`config.mk`:
```
export PLATFORM = sky130hd
export DESIGN_NAME = key_matrix_hid_report_builder
export DESIGN_NICKNAME = d
export VERILOG_FILES = /design/src/rtl/kmhrb_pkg.sv /design/src/rtl/kmhrb_ram.sv /design/src/rtl/key_matrix_hid_report_builder.sv
export SDC_FILE = /design/constraint.sdc
export NUM_CORES = 1
export LEC_CHECK = 0
export ABC_AREA = 1
export BUFFER_PORTS_ARGS = -buffer_cell sky130_fd_sc_hd__buf_2
export CORE_MARGIN = 8
export CORE_UTILIZATION = 55
export DETAILED_ROUTE_END_ITERATION = 8
export PLACE_DENSITY = 0.72
export RECOVER_POWER = 50
export SLEW_MARGIN = 30
export SYNTH_ARGS = -nofsm -noshare
export SYNTH_HDL_FRONTEND = slang
export SYNTH_SLANG_ARGS = --single-unit
```
`constraint.sdc`:
```
create_clock -name clk -period 4.6 [get_ports clk]
set_clock_uncertainty 0.15 [all_clocks]
set_input_delay 0.23 -clock clk [delete_from_list [all_inputs] [get_ports clk]]
set_output_delay 0.23 -clock clk [all_outputs]
set_load 0.1 [all_outputs]
```
`src/rtl/kmhrb_pkg.sv`:
```
`default_nettype none

package kmhrb_pkg;

    // Fixed widths of the stream fields.
    localparam int ROW_FIELD_W    = 3;
    localparam int LEVEL_FIELD_W  = 19;
    localparam int COLUMN_FIELD_W = 5;
    localparam int CODE_W         = 8;
    localparam int OUT_SLOTS      = 6;

    // Key code decoding.
    localparam logic [CODE_W-1:0] MOD_FLAG       = 8'h80;
    localparam logic [3:0]        MOD_INDEX_MASK = 4'hF;
    localparam logic [CODE_W-1:0] CODE_EMPTY     = 8'h00;

    // Operation carried in s_tuser.
    localparam logic OP_LOAD = 1'b0;
    localparam logic OP_SCAN = 1'b1;

    typedef enum logic [2:0] {
        ST_IDLE,
        ST_COL_CHECK,
        ST_KEY_READ,
        ST_SLOT_SCAN,
        ST_FINISH
    } kmhrb_state_t;

endpackage

`default_nettype wire

```
`src/rtl/kmhrb_ram.sv`:
```
`default_nettype none

module kmhrb_ram #(
    parameter int WIDTH = 8,
    parameter int DEPTH = 114,
    parameter int ADDR_W = (DEPTH > 1) ? $clog2(DEPTH) : 1
) (
    input  wire logic              clk,
    input  wire logic              wr_en,
    input  wire logic [ADDR_W-1:0] wr_addr,
    input  wire logic [WIDTH-1:0]  wr_data,
    input  wire logic [ADDR_W-1:0] rd_addr,
    output logic      [WIDTH-1:0]  rd_data
);

    logic [WIDTH-1:0] mem [DEPTH];

    always_ff @(posedge clk)
    begin
        if (wr_en)
        begin
            mem[wr_addr] <= wr_data;
        end
        rd_data <= mem[rd_addr];
    end

endmodule

`default_nettype wire

```
`src/rtl/key_matrix_hid_report_builder.sv`:
```
`default_nettype none

// Keyboard matrix scanner that maintains a boot-protocol keyboard report.
// Input stream (s_*): s_tuser selects the operation. A load transfer writes
// one key map entry; a scan transfer carries one row's active-low column
// levels. Every input transfer produces exactly one output transfer (m_*)
// holding the report after the item plus the per-row flags.
// One shared compare unit walks the columns one per cycle, pausing at each
// changed key for a key map read and, for a changed ordinary key, to walk the
// report slots one per cycle up to the first slot holding the code or the last
// slot. A load, or a scan of a row outside the matrix, goes from idle straight
// to the finish state, which writes the result register once the output
// register is free. A scan of a valid row reaches that state after its last
// column. s_tready is high only while the sequencer is idle, so a new item is
// taken only once the last one has been written to the output register.
// The result sits in an output register. While it waits, one more item is
// accepted and processed, after which the sequencer holds and s_tready stays
// low until the receiver has taken the previous result.
// Reset clears the pressed map, the modifier byte and all slots. The key map
// is not cleared and must be loaded before its entries are scanned.
module key_matrix_hid_report_builder #(
    parameter int ROW_COUNT    = 6,
    parameter int COLUMN_COUNT = 19,
    parameter int SLOT_COUNT   = 6
) (
    input  wire logic        clk,
    input  wire logic        rst_n,
    input  wire logic        s_tvalid,
    output logic             s_tready,
    // s_tdata from bit 0: row_index[2:0], column_levels[21:3],
    // map_column[26:22], map_code[34:27], zero padding[39:35]
    input  wire logic [39:0] s_tdata,
    // s_tuser: operation[0]
    input  wire logic        s_tuser,
    output logic             m_tvalid,
    input  wire logic        m_tready,
    // m_tdata from bit 0: report_changed[0], modifier_bits[8:1],
    // slot_code_0[16:9], slot_code_1[24:17], slot_code_2[32:25],
    // slot_code_3[40:33], slot_code_4[48:41], slot_code_5[56:49],
    // rollover_overflow[57], inconsistency_seen[58], zero padding[63:59]
    output logic      [63:0] m_tdata
);

    import kmhrb_pkg::*;

    // Columns beyond the level field are never scanned.
    localparam int SCAN_COLS = (COLUMN_COUNT < LEVEL_FIELD_W) ? COLUMN_COUNT : LEVEL_FIELD_W;
    localparam int COL_W     = (SCAN_COLS > 1) ? $clog2(SCAN_COLS) : 1;
    localparam int ROW_W     = (ROW_COUNT > 1) ? $clog2(ROW_COUNT) : 1;
    localparam int SLOT_W    = (SLOT_COUNT > 1) ? $clog2(SLOT_COUNT) : 1;
    localparam int MAP_DEPTH = ROW_COUNT * COLUMN_COUNT;
    localparam int ADDR_W    = (MAP_DEPTH > 1) ? $clog2(MAP_DEPTH) : 1;

    // Input fields.
    logic                      in_op;
    logic [ROW_FIELD_W-1:0]    in_row;
    logic [LEVEL_FIELD_W-1:0]  in_levels;
    logic [COLUMN_FIELD_W-1:0] in_column;
    logic [CODE_W-1:0]         in_code;

    assign in_op     = s_tuser;
    assign in_row    = s_tdata[2:0];
    assign in_levels = s_tdata[21:3];
    assign in_column = s_tdata[26:22];
    assign in_code   = s_tdata[34:27];

    kmhrb_state_t state_reg, state_next;

    logic [SCAN_COLS-1:0] pressed_reg [ROW_COUNT];
    logic [SCAN_COLS-1:0] pressed_next [ROW_COUNT];
    logic [CODE_W-1:0]    slot_reg [SLOT_COUNT];
    logic [CODE_W-1:0]    slot_next [SLOT_COUNT];
    logic [CODE_W-1:0]    modifier_reg, modifier_next;

    logic [ROW_W-1:0]     row_reg, row_next;
    logic [SCAN_COLS-1:0] levels_reg, levels_next;
    logic [COL_W-1:0]     col_reg, col_next;
    logic [CODE_W-1:0]    code_reg, code_next;
    logic                 down_reg, down_next;
    logic [SLOT_W-1:0]    slot_idx_reg, slot_idx_next;
    logic [SLOT_W-1:0]    free_idx_reg, free_idx_next;
    logic                 free_found_reg, free_found_next;
    logic                 changed_reg, changed_next;
    logic                 overflow_reg, overflow_next;
    logic                 incons_reg, incons_next;

    logic                 m_tvalid_reg, m_tvalid_next;
    logic [63:0]          m_tdata_reg, m_tdata_next;

    // Decode signals for the sequencer, the datapath and the key map write.
    logic                 accept;
    logic                 row_ok;
    logic                 column_ok;
    logic                 toggle;
    logic                 last_col;
    logic                 last_slot;
    logic                 key_is_slot;
    logic                 slot_hit;
    logic                 slot_done;
    logic                 out_free;
    logic [CODE_W-1:0]    cur_slot;

    logic                 map_wr_en;
    logic [ADDR_W-1:0]    map_wr_addr;
    logic [ADDR_W-1:0]    map_rd_addr;
    logic [CODE_W-1:0]    map_rd_data;

    assign s_tready  = (state_reg == ST_IDLE);
    assign accept    = s_tvalid && s_tready;
    assign row_ok    = (32'(in_row) < ROW_COUNT);
    assign column_ok = (32'(in_column) < COLUMN_COUNT);

    assign toggle    = (pressed_reg[row_reg][col_reg] == levels_reg[col_reg]);
    assign last_col  = (col_reg == COL_W'(SCAN_COLS - 1));
    assign last_slot = (slot_idx_reg == SLOT_W'(SLOT_COUNT - 1));
    assign cur_slot  = slot_reg[slot_idx_reg];
    assign slot_hit  = (cur_slot == code_reg);
    assign key_is_slot = (map_rd_data != CODE_EMPTY) && ((map_rd_data & MOD_FLAG) == CODE_EMPTY);
    // Press and release both stop at the first slot holding the code; otherwise the
    // walk runs to the last slot.
    assign slot_done = slot_hit || last_slot;
    assign out_free  = !m_tvalid_reg || m_tready;

    // Key map lookup: one write on an in-range load transfer, one read per column.
    assign map_wr_en   = accept && (in_op == OP_LOAD) && row_ok && column_ok;
    assign map_wr_addr = ADDR_W'(32'(in_row) * COLUMN_COUNT + 32'(in_column));
    assign map_rd_addr = ADDR_W'(32'(row_reg) * COLUMN_COUNT + 32'(col_reg));

    kmhrb_ram #(
        .WIDTH  (CODE_W),
        .DEPTH  (MAP_DEPTH),
        .ADDR_W (ADDR_W)
    ) u_key_map (
        .clk     (clk),
        .wr_en   (map_wr_en),
        .wr_addr (map_wr_addr),
        .wr_data (in_code),
        .rd_addr (map_rd_addr),
        .rd_data (map_rd_data)
    );

    // Sequencer.
    always_comb
    begin
        state_next = state_reg;
        case (state_reg)
            ST_IDLE:
            begin
                if (accept)
                begin
                    if ((in_op == OP_SCAN) && row_ok)
                    begin
                        state_next = ST_COL_CHECK;
                    end
                    else
                    begin
                        state_next = ST_FINISH;
                    end
                end
            end
            ST_COL_CHECK:
            begin
                if (toggle)
                begin
                    state_next = ST_KEY_READ;
                end
                else if (last_col)
                begin
                    state_next = ST_FINISH;
                end
            end
            ST_KEY_READ:
            begin
                if (key_is_slot)
                begin
                    state_next = ST_SLOT_SCAN;
                end
                else if (last_col)
                begin
                    state_next = ST_FINISH;
                end
                else
                begin
                    state_next = ST_COL_CHECK;
                end
            end
            ST_SLOT_SCAN:
            begin
                if (slot_done)
                begin
                    state_next = last_col ? ST_FINISH : ST_COL_CHECK;
                end
            end
            ST_FINISH:
            begin
                if (out_free)
                begin
                    state_next = ST_IDLE;
                end
            end
            default:
            begin
                state_next = ST_IDLE;
            end
        endcase
    end

    // Datapath next values.
    always_comb
    begin
        pressed_next    = pressed_reg;
        slot_next       = slot_reg;
        modifier_next   = modifier_reg;
        row_next        = row_reg;
        levels_next     = levels_reg;
        col_next        = col_reg;
        code_next       = code_reg;
        down_next       = down_reg;
        slot_idx_next   = slot_idx_reg;
        free_idx_next   = free_idx_reg;
        free_found_next = free_found_reg;
        changed_next    = changed_reg;
        overflow_next   = overflow_reg;
        incons_next     = incons_reg;
        m_tdata_next    = m_tdata_reg;
        m_tvalid_next   = m_tvalid_reg;

        if (m_tready)
        begin
            m_tvalid_next = 1'b0;
        end

        case (state_reg)
            ST_IDLE:
            begin
                if (accept)
                begin
                    row_next      = ROW_W'(in_row);
                    levels_next   = in_levels[SCAN_COLS-1:0];
                    col_next      = '0;
                    changed_next  = 1'b0;
                    overflow_next = 1'b0;
                    incons_next   = 1'b0;
                end
            end
            ST_COL_CHECK:
            begin
                if (toggle)
                begin
                    pressed_next[row_reg][col_reg] = !levels_reg[col_reg];
                    changed_next = 1'b1;
                    down_next    = !levels_reg[col_reg];
                end
                else
                begin
                    col_next = col_reg + 1'b1;
                end
            end
            ST_KEY_READ:
            begin
                code_next       = map_rd_data;
                slot_idx_next   = '0;
                free_found_next = 1'b0;
                if ((map_rd_data & MOD_FLAG) != CODE_EMPTY)
                begin
                    // Modifier indexes of 8 and up fall outside the byte.
                    if ((map_rd_data[3:0] & MOD_INDEX_MASK) < 4'd8)
                    begin
                        modifier_next[map_rd_data[2:0]] = down_reg;
                    end
                end
                if (!key_is_slot)
                begin
                    col_next = col_reg + 1'b1;
                end
            end
            ST_SLOT_SCAN:
            begin
                if (down_reg)
                begin
                    if (slot_hit)
                    begin
                        incons_next = 1'b1;
                    end
                    else if (last_slot)
                    begin
                        if (free_found_reg)
                        begin
                            slot_next[free_idx_reg] = code_reg;
                        end
                        else if (cur_slot == CODE_EMPTY)
                        begin
                            slot_next[slot_idx_reg] = code_reg;
                        end
                        else
                        begin
                            overflow_next = 1'b1;
                        end
                    end
                    else if ((cur_slot == CODE_EMPTY) && !free_found_reg)
                    begin
                        free_found_next = 1'b1;
                        free_idx_next   = slot_idx_reg;
                    end
                end
                else
                begin
                    if (slot_hit)
                    begin
                        slot_next[slot_idx_reg] = CODE_EMPTY;
                    end
                    else if (last_slot)
                    begin
                        incons_next = 1'b1;
                    end
                end
                if (slot_done)
                begin
                    col_next = col_reg + 1'b1;
                end
                else
                begin
                    slot_idx_next = slot_idx_reg + 1'b1;
                end
            end
            ST_FINISH:
            begin
                if (out_free)
                begin
                    m_tvalid_next       = 1'b1;
                    m_tdata_next        = '0;
                    m_tdata_next[0]     = changed_reg;
                    m_tdata_next[8:1]   = modifier_reg;
                    for (int s = 0; s < OUT_SLOTS; s++)
                    begin
                        if (s < SLOT_COUNT)
                        begin
                            m_tdata_next[9 + 8*s +: 8] = slot_reg[s];
                        end
                    end
                    m_tdata_next[57]    = overflow_reg;
                    m_tdata_next[58]    = incons_reg;
                end
            end
            default:
            begin
                m_tdata_next = m_tdata_reg;
            end
        endcase
    end

    // Control and report state.
    always_ff @(posedge clk or negedge rst_n)
    begin
        if (!rst_n)
        begin
            state_reg      <= ST_IDLE;
            modifier_reg   <= '0;
            m_tvalid_reg   <= 1'b0;
            changed_reg    <= 1'b0;
            overflow_reg   <= 1'b0;
            incons_reg     <= 1'b0;
            free_found_reg <= 1'b0;
            col_reg        <= '0;
            slot_idx_reg   <= '0;
            for (int r = 0; r < ROW_COUNT; r++)
            begin
                pressed_reg[r] <= '0;
            end
            for (int s = 0; s < SLOT_COUNT; s++)
            begin
                slot_reg[s] <= CODE_EMPTY;
            end
        end
        else
        begin
            state_reg      <= state_next;
            modifier_reg   <= modifier_next;
            m_tvalid_reg   <= m_tvalid_next;
            changed_reg    <= changed_next;
            overflow_reg   <= overflow_next;
            incons_reg     <= incons_next;
            free_found_reg <= free_found_next;
            col_reg        <= col_next;
            slot_idx_reg   <= slot_idx_next;
            pressed_reg    <= pressed_next;
            slot_reg       <= slot_next;
        end
    end

    // Payload registers.
    always_ff @(posedge clk)
    begin
        row_reg      <= row_next;
        levels_reg   <= levels_next;
        code_reg     <= code_next;
        down_reg     <= down_next;
        free_idx_reg <= free_idx_next;
        m_tdata_reg  <= m_tdata_next;
    end

    assign m_tvalid = m_tvalid_reg;
    assign m_tdata  = m_tdata_reg;

endmodule

`default_nettype wire

```
# --- Word-level counts from Yosys, hierarchy flattened ---
# Memories as Yosys holds them, arrays and structs flattened. A register that Yosys moved wholly into a read port is not among the register bits.
# Cells that the tools add are included.
# W data, S select, Z words.
totals:
  register_bits: 279
  latchBits: 0
  ram_bits: 912
  romBits: 0
  inputBits: 45
  output_inout_bits: 66
  wordCells: 193
  mem_count: 1
memory_table:
  columns: ["name", "depth", "word_bits", "rd", "rd_clocked_by_memory_dff", "wr", "line_no", "source"]
  rows:
  - ["u_key_map.mem", 114, 8, 1, 1, 1, "kmhrb_ram.sv:16", "logic [WIDTH-1:0] mem [DEPTH];"]
op_classes:
  add_sub_neg: 4
  mul: 2
  div: 0
  magnitude_cmp: 13
  eq_ne: 27
  n_shift: 0
  muxes: 70
  bitwise: 8
  reduce_logical: 41
op_table:
  columns: ["operator", "n"]
  rows:
  - ["$mux W48", 6]
  - ["$bwmux W114", 1]
  - ["$bwmux W48", 2]
  - ["$bmux W19 S3", 1]
  - ["$demux W19 S3", 1]
  - ["$mux W19", 3]
  - ["$and A48 B48 Y48", 1]
  - ["$demux W8 S3", 2]
  - ["$not A48 Y48", 1]
  - ["$mux W8", 4]
  - ["$ne A2 B2 Y1 const B", 14]
  - ["$mux W3", 9]
  - ["$reduce_and A5 Y1", 5]
  - ["$bmux W8 S3", 1]
  - ["$mux W1", 24]
  - ["$mux W5", 4]
  - ["$pmux W5 S4", 1]
  - ["$logic_not A8 Y1", 2]
  - ["$pmux W3 S5", 1]
  - ["$add A7 B5 Y7", 2]
  - ["$mul A3 B5 Y7 const B", 2]
  - ["$ge A4 B4 Y1 const B", 3]
  - ["$logic_and A1 B1 Y1", 12]
  - ["$lt A4 B1 Y1 const B", 3]
  - ["other kinds (36)", 60]

# --- Depth between registers and ports, before layout ---
# Gate-level depths: netlist of run 1.
depth:
  depth_word: 11
  mapped_depth: 21
  depth_no_buf: 19

# --- Modules after synthesis ---
# A second synthesis of run 1 with hierarchy kept.
unflattened:
  hier_cells: 5174
  hier_area_um2: 53143.5
modules_own_cells:
  columns: ["mod", "instances", "cells_each", "area_per_inst_um2"]
  rows:
  - ["kmhrb_ram", 1, 3309, 37857.6]
  - ["key_matrix_hid_report_builder", 1, 1865, 15285.9]

# --- Worst setup path before layout of run 1 ---
# Ideal clock, no wire load.
synth_timing:
  kind: "reg2reg"
  start: "reg m_tvalid_reg (netlist: m_tvalid)"
  end: "reg m_tdata_reg[0] (netlist: m_tdata[0]) (enable)"
  setup_time_ns: 0.495
  arrival_ns: 3.752
  t_required_ns: 3.955
  path_slack_ns: 0.202
  stages_incl_launch_ff: 2
  period_less_slack_ns: 4.398
  path_cell_list: "dfrtp_1 -> a21oi_1"
synth_via:
  elab_chain_cells: 3
synth_rtl:
  columns: ["element", "line_no", "source"]
  rows:
  - ["start: declaration", "key_matrix_hid_report_builder.sv:87", "logic m_tvalid_reg, m_tvalid_next;"]
  - ["start signal: assignment", "key_matrix_hid_report_builder.sv:379", "m_tvalid_reg <= m_tvalid_next;"]
  - ["$logic_not A1 Y1", "key_matrix_hid_report_builder.sv:122", "assign out_free = !m_tvalid_reg || m_tready;"]
  - ["$logic_or A1 B1 Y1", "key_matrix_hid_report_builder.sv:122", null]
  - ["$reduce_and A2 Y1 (no line)", null, null]
  - ["end signal: assignment", "key_matrix_hid_report_builder.sv:399", "m_tdata_reg <= m_tdata_next;"]
  - ["end: declaration", "key_matrix_hid_report_builder.sv:88", "logic [63:0] m_tdata_reg, m_tdata_next;"]
# Every way passes these cells.
# A chain may end at the register's enable or synchronous reset.

# --- Worst setup path in the final report of run 1 ---
layout_timing:
  start: "in s_tdata[33]"
  end: "mem u_key_map.mem[56][6], data pin"
layout_lines:
  columns: ["element", "line_no", "source"]
  rows:
  - ["start: declaration", "key_matrix_hid_report_builder.sv:32", "input wire logic [39:0] s_tdata,"]
  - ["end: declaration", "kmhrb_ram.sv:16", null]
# No word-level cell before the write port.

==> qor.txt, run 1 <==
Clock buffer depth = 3
Routed len/inst = 22.04 um
Worst-path clk slew = 0.06 ns
Die H = 320.3 um
CORE AREA = 91,660 um2
Area growth from synthesis to layout = 13.09%
Setup tns final = 0 ns
Commonest non-fill, non-tap cell in the layout = edfxtp_1
Starting density of the core = 0.5557
Post-Route WL = 131.1 mm
Relative slew margins = -1.558
Synth Register Bits = 1,199
Critical path's largest stage delay = 2.32 ns
EDFF count, synth = 1,005
CP Capture Type = register
Latest clock arrival within the worst-skew pair = 0.73 ns
Final hold vios = 0
Setup crit start kind = input port
Vias in the first global route = 34,599
Static Leakage = 20.48 nW
Vias post-DR = 36,261
Final worst path period share = 0.9126
Antenna cells = 0
Fmax = 0.2382 GHz
Gr usage total = 0.2484
Library cells used by synthesis = 46
# setup viols final = 0
Slew @ Worst Pin = 3.837 ns
Data arrival time of the critical path = 4.39 ns
Slowest CP cell = clkbuf_1
Synth warn = 0
H-tree depth = 3
DRC Markers = 0
Post-place setup slack = 0.3710 ns
Pwr/cell area = 634.8 nW/um2
Syn_area_per_cell = 11.31 um2
Die ar. = 102,600 um2
Critical path required time = 4.79 ns
Synthesized area = 50,940 um2
Register area share after synthesis = 0.6870
DP Wirelength = 75.99 mm
RSZ-0062 raised after global routing = no
Post-synth top flop = edfxtp_1
Kind of critical path = in -> reg
Final Net Count = 4,744
Critical-path cell list = dlygate4sd3_1 -> clkbuf_1 -> clkbuf_2
Average vias per placed instance = 6.093
CTS Buf Count = 118
Port buffer count = 100
Violated checks = capacitance limit, slew limit
CTS tree = done
Max Cap Violations = 10
Post-synthesis cell count = 4,505
Slew Limit Fails = 711
Postcts setup bufs = 0
Synth area leader = edfxtp_1
Std cell rows = 111
Min cycle time layout = 4.198 ns
Routed Antenna Nets = 0
Final worst slack = 0.4018 ns
Largest net degree at the start of global routing = 187
Peak supply drop = 0.6467 mV
First-pass GRT wire length = 201.5 mm
Antenna violations before repair = 0
Commonest cells after routing, fill and taps aside = 1,005 x edfxtp_1, 775 x nor2_1, 710 x nand2_1
Critical path peak fanout = 66
Grt ovf = 0
Hold_ws = 0.08428 ns
DRT Pass-1 Iters = 6
Max FFs per register = 912
Clk root buf = clkbuf_16
HP Class = in -> reg
Top cells by area, synth = edfxtp_1 59%, dfrtp_1 9.1%, nor2_1 5.7%
Layout cells sized above 1 = 0.1005
Status = complete, but fails checks
# IOs = 111
Clock sinks = 1,199
Yosys top cell area share = 0.5925
GPL Wtd Cong = 0.8829
Die width = 320.3 um
Initial DRC count = 4,369
Async SR Flop Fraction = 0.1551
[cell type report]
cell class | count | area (um2)
sequential | 1199 | 34990
multi-input combinational | 2889 | 14190
fill | 6936 | 34060
tap | 1186 | 1484
clock inverter | 73 | 748.2
timing repair buffer | 329 | 2416
inverter | 123 | 481.7
clock buffer | 152 | 3288
[cell families (layout without fill, tap and decap cells)]
family | count (synthesis) | in the layout | share of synthesized area
simple gates | 1903 | 1903 | 0.1517
flops | 1199 | 1199 | 0.6870
compound gates | 935 | 935 | 0.1138
buf+inv | 421 | 677 | 0.03611
fa+ha+maj | 39 | 39 | 0.01017
xor+xnor | 7 | 7 | 0.001204
other cells | 1 | 5 | 0.00007362
[synth_stat cells, types with 2 or more instances]
cell type,n
o211ai_1,42
or2_1,4
dfxtp_1,8
xnor2_1,4
o31ai_1,3
a21oi_1,35
nand2_1,712
nand3b_1,2
ha_1,35
o21ai_1,59
a32oi_1,48
o311ai_0,2
inv_2,9
a31oi_1,15
nor2_2,2
or2_0,3
nor3_1,5
buf_2,33
or2_2,4
buf_6,21
clkinv_1,5
o21ai_0,481
nand3_2,4
nand4_1,11
buf_1,8
fa_1,4
dfrtp_1,186
nor4_1,3
edfxtp_1,1005
nor2_1,776
o221ai_1,170
nand3_1,375
inv_1,109
o211ai_2,6
buf_4,16
clkbuf_1,220
o22ai_1,68
xor2_1,3
o21a_1,2
[worst max-delay path, delay by kind of cell]
family                 cells  cell delay [ns]
buffers and inverters      3             4.04
[power by group]
| group | total, W | leakage (nW) | internal [W] | switching [W] |
|---|---|---|---|---|
| combinational | 0.0142 | 6.82 | 0.00384 | 0.0103 |
| sequential | 0.0125 | 11.7 | 0.0122 | 0.000269 |
| clock | 0.00989 | 1.95 | 0.00573 | 0.00416 |
[stage by stage]
step / power, W / instances / instance area (um2) / utilization
CTS: 0.03655 / 5951 / 57740 / 0.6300
global route: 0.03820 / 5951 / 57610 / 0.6284
detailed placement: 0.02665 / 5692 / 53350 / 0.5820
global placement: 0.02634 / 5692 / 53340 / 0.5820
floorplan: 0.02199 / 4509 / 50950 / -
finish: 0.03657 / 5951 / 57610 / 0.6284
[repair_timing]
action | CTS | global route
hold endpoints to repair | 414 | 0
setup endpoints to repair | 0 | 4
gates resized for setup | 0 | 1
hold buffers | 34 | 0
[per-layer routing]
layer / routed length (um) / global-route usage / share of wire / vias to the layer above
met1: 52450 / 0.3376 / 0.40 / 17534
met4: 4738 / 0.09249 / 0.036 / 0
met5: 0 / 0 / 0 / -
met2: 62320 / 0.4030 / 0.48 / 1851
met3: 11630 / 0.04294 / 0.089 / 300
li1: - / - / - / 16576
[worst paths after layout]
path	slack (ns)	end	from	cells after the start
max	0.40	u_key_map.mem[56][6]$_DFFE_PP_	s_tdata[33]	3
min	0.08	levels_reg[2]$_DFFE_PP_	s_tdata[5]	2
max reg2reg	0.43	u_key_map.rd_data[6]$_DFF_P_	row_reg[1]$_DFFE_PP_	15
min reg2reg	0.31	m_tdata[7]$_DFFE_PP_	modifier_reg[6]$_DFFE_PN0P_	0
max in group asynchronous	1.12	slot_reg[6]$_DFFE_PN0P_	rst_n	4
min in group asynchronous	1.11	pressed_reg[76]$_DFFE_PN0P_	rst_n	4
Note: power is estimated with default switching activity, not from simulation.
==> run 2, diff against run 1 <==
Settings changed: ABC_AREA 1 to default.
==> run 2 against run 1 <==
  * The flow still finishes with violations (capacitance limit, slew limit)
  * Setup slack worse by 0.15 ns
  * Utilization grew 0.62 points
  * Synthesized cell count fell by 43%
  * Flip-flop and latch count did not move
  * First-iteration DRC count fell by 38%
  * Sequential share of layout area grew 1.6 points
  * Clock power down 2%
  * Critical path depth up 11
  * Wire length decreased by 17%
  * Largest cell class unchanged
==> qor.txt, run 2 <==
Status = complete, but fails checks
Violated checks = capacitance limit, slew limit
Max FFs per register = 912
Average vias per placed instance = 6.208
Clk pwr share = 0.270
Setup crit start kind = input port
Die H = 314.5 um
Fmax = 0.2301 GHz
Syn_area_per_cell = 19.05 um2
Layout cells sized above 1 = 0.2840
Kind of critical path = in -> reg
Slew @ Worst Pin = 4.344 ns
RSZ-0062 raised after global routing = no
Register share of total power = 0.353
Die ar. = 98,910 um2
Data arrival time of the critical path = 4.59 ns
Critical path required time = 4.84 ns
Slew Limit Fails = 622
Commonest non-fill, non-tap cell in the layout = edfxtp_1
Cell Area, Placed = 51,940 um2
Area growth from synthesis to layout = 14.45%
Post-synth top flop = edfxtp_1
Final worst path period share = 0.9448
# IOs = 111
Initial DRC count = 2,715
Switching pwr = 0.01214 W
Pint = 0.02378 W
Hold_sp = s_tdata[8]
Met3 wire len = 7.524 mm
Clk root buf = clkbuf_16
H-tree depth = 3
Largest net degree at the start of global routing = 123
Peak supply drop = 0.7058 mV
Synth Register Bits = 1,199
Worst Setup SP = s_tdata[0]
DRC Markers = 0
GPL Wtd Cong = 0.8945
Vias post-DR = 25,569
Routed length on met2 = 54.71 mm
Relative slew margins = -1.896
Clock buffer depth = 3
Antenna violations before repair = 1
Min cycle time layout = 4.346 ns
Max Used Layer = met4
Register area share after synthesis = 0.7141
Grt ovf = 0
Std cell rows = 109
Max Cap Violations = 9
Count leader, synth = edfxtp_1
Top cells by area, synth = edfxtp_1 62%, mux4_2 15%, dfrtp_1 9.5%
Static Leakage = 19.20 nW
Synth warn = 0
Die width = 314.5 um
Final hold vios = 0
CORE AREA = 88,370 um2
Post-Route WL = 109.2 mm
Commonest cells after routing, fill and taps aside = 1,005 x edfxtp_1, 317 x mux4_2, 185 x dfrtp_1
Routed len/inst = 26.50 um
Critical path peak fanout = 8
Post-synthesis cell count = 2,572
EDFF count, synth = 1,005
DP Wirelength = 68.94 mm
Antenna cells = 0
Clock sinks = 1,199
First-pass GRT wire length = 166.4 mm
Reg-to-Reg Start = row_reg[0]$_DFFE_PP_
Routed Antenna Nets = 0
Fillers = 5,998
Post-synth top cells = 1,005 x edfxtp_1, 317 x mux4_2, 186 x dfrtp_1
Setup tns final = 0 ns
Library cells used by synthesis = 72
CP Capture Type = register
Vias in the first global route = 26,268
Worst-path clk slew = 0.06 ns
Final Cell Area = 56,090 um2
Switching Share = 0.3380
Async SR Flop Fraction = 0.1551
Latest clock arrival within the worst-skew pair = 0.71 ns
Synthesized area = 49,010 um2
Final Net Count = 2,940
Synth area leader = edfxtp_1
DRT Pass-1 Iters = 6
Gr usage total = 0.2207
CTS Buf Count = 117
Met1 WL = 44.29 mm
# setup viols final = 0
Pwr/cell area = 640.5 nW/um2
Starting density of the core = 0.5545
Combinational share of power = 0.377
Yosys top cell area share = 0.6158
Port buffer count = 100
HP Class = in -> reg
CTS tree = done
[run 2: path summary, 6_finish.rpt]
check / slack (ns) / cells past startpoint / endpoint
min in group asynchronous: 1.07 / 3 / slot_reg[1]$_DFFE_PN0P_
setup reg to reg: 0.35 / 10 / u_key_map.rd_data[6]$_DFF_P_
hold reg to reg: 0.31 / 0 / m_tdata[4]$_DFFE_PP_
setup / recovery: 0.25 / 14 / u_key_map.mem[53][1]$_DFFE_PP_
hold / removal: 0.1 / 2 / levels_reg[5]$_DFFE_PP_
max in group asynchronous: 0.76 / 5 / pressed_reg[72]$_DFFE_PN0P_
[run 2: cells by family (layout without fill, tap and decap cells)]
family / Yosys count / in the layout / share of synthesized area
buffers and inverters: 174 / 552 / 0.01657
flip-flops: 1199 / 1199 / 0.7141
XOR/XNOR: 22 / 22 / 0.003932
AO/OA/AOI/OAI: 161 / 161 / 0.02377
adder cells (fa/ha/maj): 39 / 39 / 0.01057
multiplexers: 490 / 490 / 0.1845
AND/OR/NAND/NOR: 486 / 486 / 0.04647
other: 1 / 5 / 0.00007652
[run 2: power groups by stage]
stage / clock [W] / combinational (W) / sequential [W]
final: 0.00970 / 0.0135 / 0.0127
after detailed placement: 0 / 0.0137 / 0.0129
after CTS: 0.00985 / 0.0137 / 0.0127
after global placement: 0 / 0.0134 / 0.0129
after global routing: 0.0103 / 0.0143 / 0.0127
after floorplan: 0 / 0.00853 / 0.0139
[run 2: layer usage]
metal / vias to the layer above / track usage
met5: - / 0
met4: 0 / 0.05621
met3: 178 / 0.03419
met2: 991 / 0.3665
met1: 13462 / 0.3087
li1: 10938 / -
[run 2: area by class of cell]
type                            instances  area, um2  share of cell area
Clock inverter                         77      865.8             0.01544
Timing Repair Buffer                  314       2316             0.04129
Tap cell                             1165       1458             0.02599
Multi-Input combinational cell       1203      13320              0.2375
Clock buffer                          140       3055             0.05448
Sequential cell                      1199      34990              0.6239
Inverter                               21      78.83            0.001405
[run 2: what timing repair did]
item,in CTS,in global routing
endpoints found under the hold margin,436,126
resized for setup,0,1
setup endpoints to repair,0,14
setup buffers,0,0
hold buffers,31,2
[run 2: critical path, stage by stage]
cell and delay, ns:
dlygate4sd3_1 0.52, clkbuf_1 0.44, ha_1 0.27, fa_1 0.46, ha_1 0.29, a21o_1 0.18
a21oi_1 0.30, o21bai_1 0.11, a21oi_1 0.26, xnor2_1 0.12, nor2_1 0.54, nand2_1 0.36
nor2_1 0.28, buf_4 0.21
[run 2: through the flow]
step,setup WS (ns),instances,util,hold WS [ns],power [W]
final,0.2540,4119,0.6346,0.09758,0.03593
after global routing,0.07800,4119,0.6346,0.07652,0.03728
after CTS,0.2726,4115,0.6357,0.002953,0.03626
after detailed placement,0.2273,3867,0.5878,0.2581,0.02656
after global placement,0.2004,3867,0.5876,0.2594,0.02627
after floorplan,0.04535,2576,-,-0.2156,0.02244
